## src/rtl/bbc_pkg.sv

```systemverilog
// types, constants and character decoders shared by the bracket checker
`default_nettype none

package bbc_pkg;

   localparam int unsigned STACK_DEPTH = 64;
   localparam int unsigned CNT_W       = $clog2(STACK_DEPTH + 1);
   localparam int unsigned ADDR_W      = (STACK_DEPTH > 1) ? $clog2(STACK_DEPTH) : 1;

   typedef logic [CNT_W-1:0]  count_type;
   typedef logic [ADDR_W-1:0] addr_type;
   typedef logic [1:0]        kind_type;
   typedef logic [2:0]        fault_type;

   localparam kind_type KIND_ROUND  = 2'd0;
   localparam kind_type KIND_SQUARE = 2'd1;
   localparam kind_type KIND_CURLY  = 2'd2;
   localparam kind_type KIND_NONE   = 2'd3;

   localparam fault_type FAULT_NONE        = 3'd0;
   localparam fault_type FAULT_EMPTY_CLOSE = 3'd1;
   localparam fault_type FAULT_WRONG_KIND  = 3'd2;
   localparam fault_type FAULT_LEFT_OPEN   = 3'd3;
   localparam fault_type FAULT_TOO_DEEP    = 3'd4;

   localparam logic [7:0] CHAR_OPEN_ROUND   = 8'h28;
   localparam logic [7:0] CHAR_CLOSE_ROUND  = 8'h29;
   localparam logic [7:0] CHAR_OPEN_SQUARE  = 8'h5b;
   localparam logic [7:0] CHAR_CLOSE_SQUARE = 8'h5d;
   localparam logic [7:0] CHAR_OPEN_CURLY   = 8'h7b;
   localparam logic [7:0] CHAR_CLOSE_CURLY  = 8'h7d;

   typedef struct packed {
      logic [7:0] char_code;
      logic       last_char;
   } char_type;

   typedef struct packed {
      logic      balanced;
      fault_type fault_kind;
   } verdict_type;

   function automatic kind_type open_kind(input logic [7:0] code);
      kind_type kind;
      unique case (code)
         CHAR_OPEN_ROUND:  kind = KIND_ROUND;
         CHAR_OPEN_SQUARE: kind = KIND_SQUARE;
         CHAR_OPEN_CURLY:  kind = KIND_CURLY;
         default:          kind = KIND_NONE;
      endcase
      return kind;
   endfunction

   function automatic kind_type close_kind(input logic [7:0] code);
      kind_type kind;
      unique case (code)
         CHAR_CLOSE_ROUND:  kind = KIND_ROUND;
         CHAR_CLOSE_SQUARE: kind = KIND_SQUARE;
         CHAR_CLOSE_CURLY:  kind = KIND_CURLY;
         default:           kind = KIND_NONE;
      endcase
      return kind;
   endfunction

endpackage

`default_nettype wire

```

## src/rtl/bbc_if.sv

```systemverilog
// valid/ready channel interfaces for characters in and verdicts out
`default_nettype none

interface bbc_req_if;
   logic       valid;
   logic       ready;
   logic [7:0] char_code;
   logic       last_char;

   modport source (output valid, output char_code, output last_char, input ready);
   modport sink   (input valid, input char_code, input last_char, output ready);
endinterface

interface bbc_rsp_if;
   logic       valid;
   logic       ready;
   logic       balanced;
   logic [2:0] fault_kind;

   modport source (output valid, output balanced, output fault_kind, input ready);
   modport sink   (input valid, input balanced, input fault_kind, output ready);
endinterface

`default_nettype wire

```

## src/rtl/bbc_core.sv

```systemverilog
// bracket stack in a synchronous memory with top and second entries held in registers
`default_nettype none

module bbc_core (
   input  wire logic                 clock,
   input  wire logic                 reset,
   input  wire logic                 step_valid,
   input  wire bbc_pkg::char_type    step_char,
   output logic                      verdict_valid,
   output bbc_pkg::verdict_type      verdict
);
   import bbc_pkg::*;

   kind_type  stack_mem [STACK_DEPTH];

   count_type count_ff;
   count_type count_in;
   count_type count_step;
   fault_type fault_ff;
   fault_type fault_in;
   fault_type fault_step;
   fault_type fault_final;
   kind_type  top_ff;
   kind_type  top_in;
   kind_type  below_ff;
   kind_type  ok_kind;
   kind_type  ck_kind;
   logic      push;
   logic      wr_en;
   addr_type  wr_addr;
   addr_type  rd_addr;

   always_comb begin
      ok_kind    = open_kind(step_char.char_code);
      ck_kind    = close_kind(step_char.char_code);
      fault_step = fault_ff;
      count_step = count_ff;
      top_in     = top_ff;
      push       = 1'b0;
      if (step_valid && fault_ff == FAULT_NONE) begin
         if (ok_kind != KIND_NONE) begin
            if (count_ff == count_type'(STACK_DEPTH)) begin
               fault_step = FAULT_TOO_DEEP;
            end else begin
               push       = 1'b1;
               count_step = count_ff + count_type'(1);
               top_in     = ok_kind;
            end
         end else if (ck_kind != KIND_NONE) begin
            if (count_ff == '0) begin
               fault_step = FAULT_EMPTY_CLOSE;
            end else if (top_ff != ck_kind) begin
               fault_step = FAULT_WRONG_KIND;
            end else begin
               count_step = count_ff - count_type'(1);
               top_in     = below_ff;
            end
         end
      end

      verdict_valid = step_valid && step_char.last_char;
      if (fault_step == FAULT_NONE && count_step != '0) begin
         fault_final = FAULT_LEFT_OPEN;
      end else begin
         fault_final = fault_step;
      end
      verdict.fault_kind = fault_final;
      verdict.balanced   = (fault_final == FAULT_NONE);

      count_in = verdict_valid ? '0 : count_step;
      fault_in = verdict_valid ? FAULT_NONE : fault_step;

      // old top spills into memory; prefetch the entry under the next top
      wr_en   = push && (count_ff != '0);
      wr_addr = addr_type'(count_ff - count_type'(1));
      rd_addr = addr_type'(count_in - count_type'(2));
   end

   always_ff @(posedge clock) begin
      if (wr_en) begin
         stack_mem[wr_addr] <= top_ff;
      end
      if (wr_en && wr_addr == rd_addr) begin
         below_ff <= top_ff;
      end else begin
         below_ff <= stack_mem[rd_addr];
      end
   end

   always_ff @(posedge clock) begin
      top_ff <= top_in;
   end

   always_ff @(posedge clock) begin
      if (reset) begin
         count_ff <= '0;
         fault_ff <= FAULT_NONE;
      end else begin
         count_ff <= count_in;
         fault_ff <= fault_in;
      end
   end

   a_count_bound : assert property (@(posedge clock) disable iff (reset)
      count_ff <= count_type'(STACK_DEPTH))
      else $error("stack count beyond depth");

   a_fault_sticky : assert property (@(posedge clock) disable iff (reset)
      (step_valid && !step_char.last_char && fault_ff != FAULT_NONE)
      |=> (fault_ff == $past(fault_ff) && count_ff == $past(count_ff)))
      else $error("fault state changed after first fault");

   a_clear_on_last : assert property (@(posedge clock) disable iff (reset)
      (step_valid && step_char.last_char) |=> (count_ff == '0 && fault_ff == FAULT_NONE))
      else $error("string state not cleared after last character");

endmodule

`default_nettype wire

```

## src/rtl/bracket_balance_checker_unit.sv

```systemverilog
// bracket balance checker top level with registered verdict output and skid stage
//
// req_chan carries one character per transaction (char_code, last_char set on
// the final character of a string). Opening ( [ { push onto a stack held in
// a one-port-write, one-port-read synchronous memory; the matching close pops
// it. The first fault of a string sticks until its last character.
// rsp_chan carries one verdict (balanced, fault_kind) per string; it is
// registered in the output register when the last character is accepted, or in
// the skid register while rsp_chan is stalled. Throughput is one character per
// cycle while req_chan.ready is high: the top of stack and the entry below it
// live in registers, and the memory read of the next entry below is issued from
// the next stack count, with the pushed value forwarded when addresses match.
// A second result register lets one more string finish while rsp_chan is
// stalled; req_chan.ready drops only when both result registers hold verdicts.
// Reset is synchronous and active high; it empties the stack, clears the fault,
// drops both result registers and leaves req_chan.ready high once released.
`default_nettype none

module bracket_balance_checker_unit (
   input  wire logic  clock,
   input  wire logic  reset,
   bbc_req_if.sink    req_chan,
   bbc_rsp_if.source  rsp_chan
);
   import bbc_pkg::*;

   logic        accept;
   char_type    step_char;
   logic        verdict_valid;
   verdict_type verdict;
   logic        out_valid_ff;
   logic        out_valid_in;
   logic        skid_valid_ff;
   logic        skid_valid_in;
   verdict_type out_ff;
   verdict_type out_in;
   verdict_type skid_ff;
   verdict_type skid_in;

   assign req_chan.ready      = !skid_valid_ff;
   assign accept              = req_chan.valid && !skid_valid_ff;
   assign step_char.char_code = req_chan.char_code;
   assign step_char.last_char = req_chan.last_char;

   bbc_core u_core (
      .clock         (clock),
      .reset         (reset),
      .step_valid    (accept),
      .step_char     (step_char),
      .verdict_valid (verdict_valid),
      .verdict       (verdict)
   );

   always_comb begin
      out_valid_in  = out_valid_ff;
      out_in        = out_ff;
      skid_valid_in = skid_valid_ff;
      skid_in       = skid_ff;
      if (!out_valid_ff || rsp_chan.ready) begin
         if (skid_valid_ff) begin
            out_valid_in  = 1'b1;
            out_in        = skid_ff;
            skid_valid_in = 1'b0;
         end else begin
            out_valid_in = verdict_valid;
            out_in       = verdict;
         end
      end else if (verdict_valid) begin
         skid_valid_in = 1'b1;
         skid_in       = verdict;
      end
   end

   always_ff @(posedge clock) begin
      if (reset) begin
         out_valid_ff  <= 1'b0;
         skid_valid_ff <= 1'b0;
      end else begin
         out_valid_ff  <= out_valid_in;
         skid_valid_ff <= skid_valid_in;
      end
   end

   always_ff @(posedge clock) begin
      out_ff  <= out_in;
      skid_ff <= skid_in;
   end

   assign rsp_chan.valid      = out_valid_ff;
   assign rsp_chan.balanced   = out_ff.balanced;
   assign rsp_chan.fault_kind = out_ff.fault_kind;

   a_skid_behind_out : assert property (@(posedge clock) disable iff (reset)
      skid_valid_ff |-> out_valid_ff)
      else $error("skid register holds a verdict ahead of the output register");

   a_verdict_consistent : assert property (@(posedge clock) disable iff (reset)
      out_valid_ff |-> (out_ff.balanced == (out_ff.fault_kind == FAULT_NONE)))
      else $error("balanced flag disagrees with fault kind");

endmodule

`default_nettype wire

```

## src/flat_wrapper.sv

```systemverilog
// flat-port wrapper written by rule: the top's interface ports become plain ports
module bracket_balance_checker_unit_flat import bbc_pkg::*;
  (clock, reset, req_chan_valid, req_chan_char_code, req_chan_last_char, req_chan_ready, rsp_chan_valid, rsp_chan_balanced, rsp_chan_fault_kind, rsp_chan_ready);
  bbc_req_if req_chan_i ();
  bbc_rsp_if rsp_chan_i ();
  input  wire logic clock;
  input  wire logic reset;
  input wire logic [$bits(req_chan_i.valid)-1:0] req_chan_valid;
  input wire logic [$bits(req_chan_i.char_code)-1:0] req_chan_char_code;
  input wire logic [$bits(req_chan_i.last_char)-1:0] req_chan_last_char;
  output wire logic [$bits(req_chan_i.ready)-1:0] req_chan_ready;
  output wire logic [$bits(rsp_chan_i.valid)-1:0] rsp_chan_valid;
  output wire logic [$bits(rsp_chan_i.balanced)-1:0] rsp_chan_balanced;
  output wire logic [$bits(rsp_chan_i.fault_kind)-1:0] rsp_chan_fault_kind;
  input wire logic [$bits(rsp_chan_i.ready)-1:0] rsp_chan_ready;
  assign req_chan_i.valid = req_chan_valid;
  assign req_chan_i.char_code = req_chan_char_code;
  assign req_chan_i.last_char = req_chan_last_char;
  assign req_chan_ready = req_chan_i.ready;
  assign rsp_chan_valid = rsp_chan_i.valid;
  assign rsp_chan_balanced = rsp_chan_i.balanced;
  assign rsp_chan_fault_kind = rsp_chan_i.fault_kind;
  assign rsp_chan_i.ready = rsp_chan_ready;
  bracket_balance_checker_unit u_core (.clock(clock), .reset(reset), .req_chan(req_chan_i), .rsp_chan(rsp_chan_i));
endmodule
```

## config.mk

```make
export PLATFORM = sky130hd
export DESIGN_NAME = bracket_balance_checker_unit_flat
export DESIGN_NICKNAME = d
export VERILOG_FILES = /design/src/rtl/bbc_pkg.sv /design/src/rtl/bbc_if.sv /design/src/rtl/bbc_core.sv /design/src/rtl/bracket_balance_checker_unit.sv /design/src/flat_wrapper.sv
export SDC_FILE = /design/constraint.sdc
export NUM_CORES = 1
export LEC_CHECK = 0
export ABC_AREA = 1
export BUFFER_PORTS_ARGS = -buffer_cell sky130_fd_sc_hd__buf_2
export CORE_ASPECT_RATIO = 1.2
export CORE_UTILIZATION = 50
export CTS_CLUSTER_SIZE = 8
export DETAILED_ROUTE_END_ITERATION = 16
export PLACE_DENSITY = 0.69
export SETUP_SLACK_MARGIN = 0.05
export SYNTH_ARGS = -nofsm -noshare
export SYNTH_HDL_FRONTEND = slang
export SYNTH_SLANG_ARGS = --single-unit
```

## constraint.sdc

```tcl
create_clock -name clock -period 4.5 [get_ports clock]
set_input_delay 1.35 -clock clock [delete_from_list [all_inputs] [get_ports clock]]
set_output_delay 1.35 -clock clock [all_outputs]
set_load 0.03 [all_outputs]
```

==> run_results.csv <==
group,metric,value,unit
outcome,outcome,"finished, final reports clean",
detailed_routing,drc,0,
detailed_routing,wl_per_cell,18.14,um
worst_setup_path,start_kind,"input port",
yosys,syn_avg_cell_area,9.895,um2
floorplan,core_region_area,0.01376,mm2
detailed_routing,drt_iter0_drc,398,
worst_setup_path,crit_type,"input port to flip-flop",
placement,dp_hpwl,10710,um
clock_tree,cts_hold_buf,0,
sta,rsz0062_at_grt,"no",
worst_setup_path,rrSetupSlack,1.55,ns
sta,fin_tns_setup,0,ns
worst_setup_path,rr_endpoint,"u_core.u_core.top_ff[1]$_DFFE_PP_",
power_and_ir_drop,power_frac_comb,0.085,
grt,grt_max_degree,65,
power_and_ir_drop,p_switching,0.7613,mW
sta,setup_viol,0,
sta,slew_headroom,0.3943,
floorplan,rows,47,
yosys,syn_area,0.007046,mm2
worst_setup_path,setup.worst_path.end_class,"flip-flop",
clock_tree,tritoncts,"yes",
yosys,synth_top_area_share,0.5882,
yosys,synth_area_leader_cell,"edfxtp_1",
detailed_routing,first_pass_iters,5,
sta,period_minus_slack,3.057,ns
detailed_routing,routed_wl,16570,um
sta,hold_ws,0.5390,ns
finish,drive_above_1_share,0.09973,
yosys,synthMostInstantiatedCell,"nor2_1",
grt,grt_pass1_wl,26360,um
floorplan,dieArea,0.01457,mm2
power_and_ir_drop,p_sw_frac,0.2359,
yosys,synth_top_flop_cell,"edfxtp_1",
clock_tree,numCtsBuffers,17,
grt,grt_pass1_vias,5444,
yosys,seq_area_frac_synth,0.6393,
detailed_routing,num_vias,5261,
yosys,synthTopCellsByCount,"nor2_1, edfxtp_1, nand2_1",
yosys,synthTopCellsByArea,"edfxtp_1, nor2_1, o21ai_0",
finish,multi_input_area,0.002261,mm2
placement,place_ws,1.096,ns
power_and_ir_drop,power_density,411.3,mW/mm2
finish,final_nets,745,
grt,grt_usage,0.2451,
worst_setup_path,crit_required,4.60,ns
yosys,async_reset_ff_frac,0,
sta,drv_slew,0,
worst_setup_path,arrival,3.16,ns
grt,antenna_found_initial,0,
yosys,postSynthCellCount,712,
clock_tree,cts_htree_levels,4,
yosys,synth-edff-count,138,
floorplan,num_io_pins,19,
sta,layout_setup_ws,1.443,ns
power_and_ir_drop,ir_drop,266.1,uV
sta,finClkSkew,0.007511,ns
yosys,syn_nets,728,
flow_run,drv_cap,0,
yosys,synth_warnings,0,
grt,grt_overflow,0,
clock_tree,insertion_delay,0.42,ns
worst_hold_path,worstHoldStart,"u_core.skid_ff[3]$_DFFE_PP_",
clock_tree,postCtsSetupBuffers,0,
power_and_ir_drop,sequentialPowerShare,0.498,
placement,routabilityCongestion,0.9373,
sta,layout_worst_path_cycle_share,0.6793,
clock_tree,path_clk_slew,0.06,ns
worst_hold_path,worstHoldEndpoint,"u_core.rsp_chan.balanced$_DFFE_PP_",
finish,register_area,0.004506,mm2
detailed_routing,antenna_left,0,
sta,tightest_slew,0.9075,ns
yosys,synth_seq_cells,156,
finish,area_growth_syn_to_layout,11.35,%
sta,hold_violations,0,
worst_setup_path,rr_worst_depth,11,
power_and_ir_drop,p_clk_frac,0.417,
worst_setup_path,cp_max_fo,9,
power_and_ir_drop,leakage,2.818,nW
clock_tree,cts_resized,0,
power_and_ir_drop,p_int,2.465,mW
floorplan,die_w,110.4,um
yosys,synth_cell_type_count,32,
clock_tree,clock_path_buffers,2,
floorplan,die_h,132.0,um
clock_tree,cts.sinks,156,
clock_tree,root_buffer,"clkbuf_16",
finish,n_antenna_cell,0,
placement,io_buffer_count,18,
detailed_routing,routed_via_density,5.762,
worst_hold_path,holdPathStages,2,
finish,n_fill_cell,1191,
floorplan,start_util,0.5120,
sta,timing.fmax,0.3271,GHz
worst_hold_path,hold_class,"flip-flop to flip-flop",
kinds of logic (layout without fill, tap and decap cells):
logic type               count (synthesis)  after routing  synth area share
AO/OA/AOI/OAI                          141            141            0.1098
flip-flops                             156            156            0.6393
adder cells (fa/ha/maj)                  3              3          0.005328
buffers and inverters                   70            100           0.03978
AND/OR/NAND/NOR                        333            333            0.1946
XOR/XNOR                                 9              9           0.01119
flip-flops by register name, indices dropped and copies added, names as in the netlist, named ones only:
name,cells
u_core.skid_ff,4
u_core.u_core.count_ff,7
u_core.rsp_chan.valid,1
u_core.rsp_chan.fault_kind,3
u_core.rsp_chan.balanced,1
u_core.u_core.fault_ff,3
u_core.u_core.top_ff,2
u_core.skid_valid_ff,1
u_core.u_core.stack_mem,128
stage by stage:
step	utilization	power [mW]	cells	instance area [um2]
2_1_floorplan	-	1.815	712	7046
3_3_place_gp	0.5295	1.899	881	7286
3_5_place_dp	0.5295	1.906	881	7286
4_1_cts	0.5701	3.232	913	7845
5_1_grt	0.5701	3.325	913	7845
6_report	0.5701	3.227	913	7845
how the worst max path moves through the flow:
stage | slack [ns] | depth (start not counted) | end | start
after global routing | 1.24 | 19 | u_core.rsp_chan.fault_kind[1]$_DFFE_PP_ | req_chan_char_code[7]
final | 1.44 | 10 | u_core.u_core.stack_mem[21][0]$_DFFE_PP_ | req_chan_char_code[7]
after global placement | 1.15 | 19 | u_core.rsp_chan.fault_kind[1]$_DFFE_PP_ | req_chan_char_code[2]
after detailed placement | 1.10 | 10 | u_core.u_core.stack_mem[59][0]$_DFFE_PP_ | req_chan_char_code[7]
after floorplan | 1.52 | 20 | u_core.rsp_chan.fault_kind[0]$_DFFE_PP_ | req_chan_char_code[2]
after CTS | 1.50 | 10 | u_core.u_core.stack_mem[59][1]$_DFFE_PP_ | req_chan_char_code[7]
placed cells by master (no fill, tap or decap), types with 3 or more instances in the layout:
cell	synthesis	routed
ha_1	3	3
clkinvlp_4	0	3
buf_2	1	18
or2_2	4	4
o211ai_1	5	5
clkinv_1	0	3
nor2_1	179	179
clkbuf_16	0	17
nand3_1	34	34
xor2_1	5	5
o21ai_0	88	88
inv_1	37	37
edfxtp_1	138	138
o221ai_1	3	3
nand2_1	101	101
dfxtp_1	18	17
clkinv_2	0	3
inv_2	6	6
xnor2_1	4	4
a21oi_1	11	11
nand2_2	5	5
buf_4	1	6
o22ai_1	32	32
power groups by stage:
stage / Clock, mW / Combinational, mW / Sequential (mW)
2_1_floorplan: 0 / 0.190 / 1.62
3_3_place_gp: 0 / 0.262 / 1.64
3_5_place_dp: 0 / 0.269 / 1.64
4_1_cts: 1.35 / 0.272 / 1.61
5_1_grt: 1.41 / 0.303 / 1.61
6_report: 1.35 / 0.274 / 1.61
critical path: stages:
cell     delay [ns]
buf_2          0.11
inv_2          0.04
nand2_1        0.06
nor2_1         0.16
nand2_1        0.11
nand3_2        0.19
nand4_1        0.15
nor2_1         0.26
nand2_1        0.40
nor2_1         0.31
layout make-up:
cell class	count	share of cell area
Clock buffer	19	0.05518
Sequential cell	156	0.5743
Inverter	44	0.02169
Clock inverter	13	0.01611
Timing Repair Buffer	24	0.01722
Multi-Input combinational cell	486	0.2882
Tap cell	171	0.02727
per-layer routing:
metal,routed length (um),GRT usage
met4,604,0.1279
met1,6168,0.2730
met2,8810,0.4334
met5,0,0
met3,981,0.04745
(Power assumes the default switching activity.)
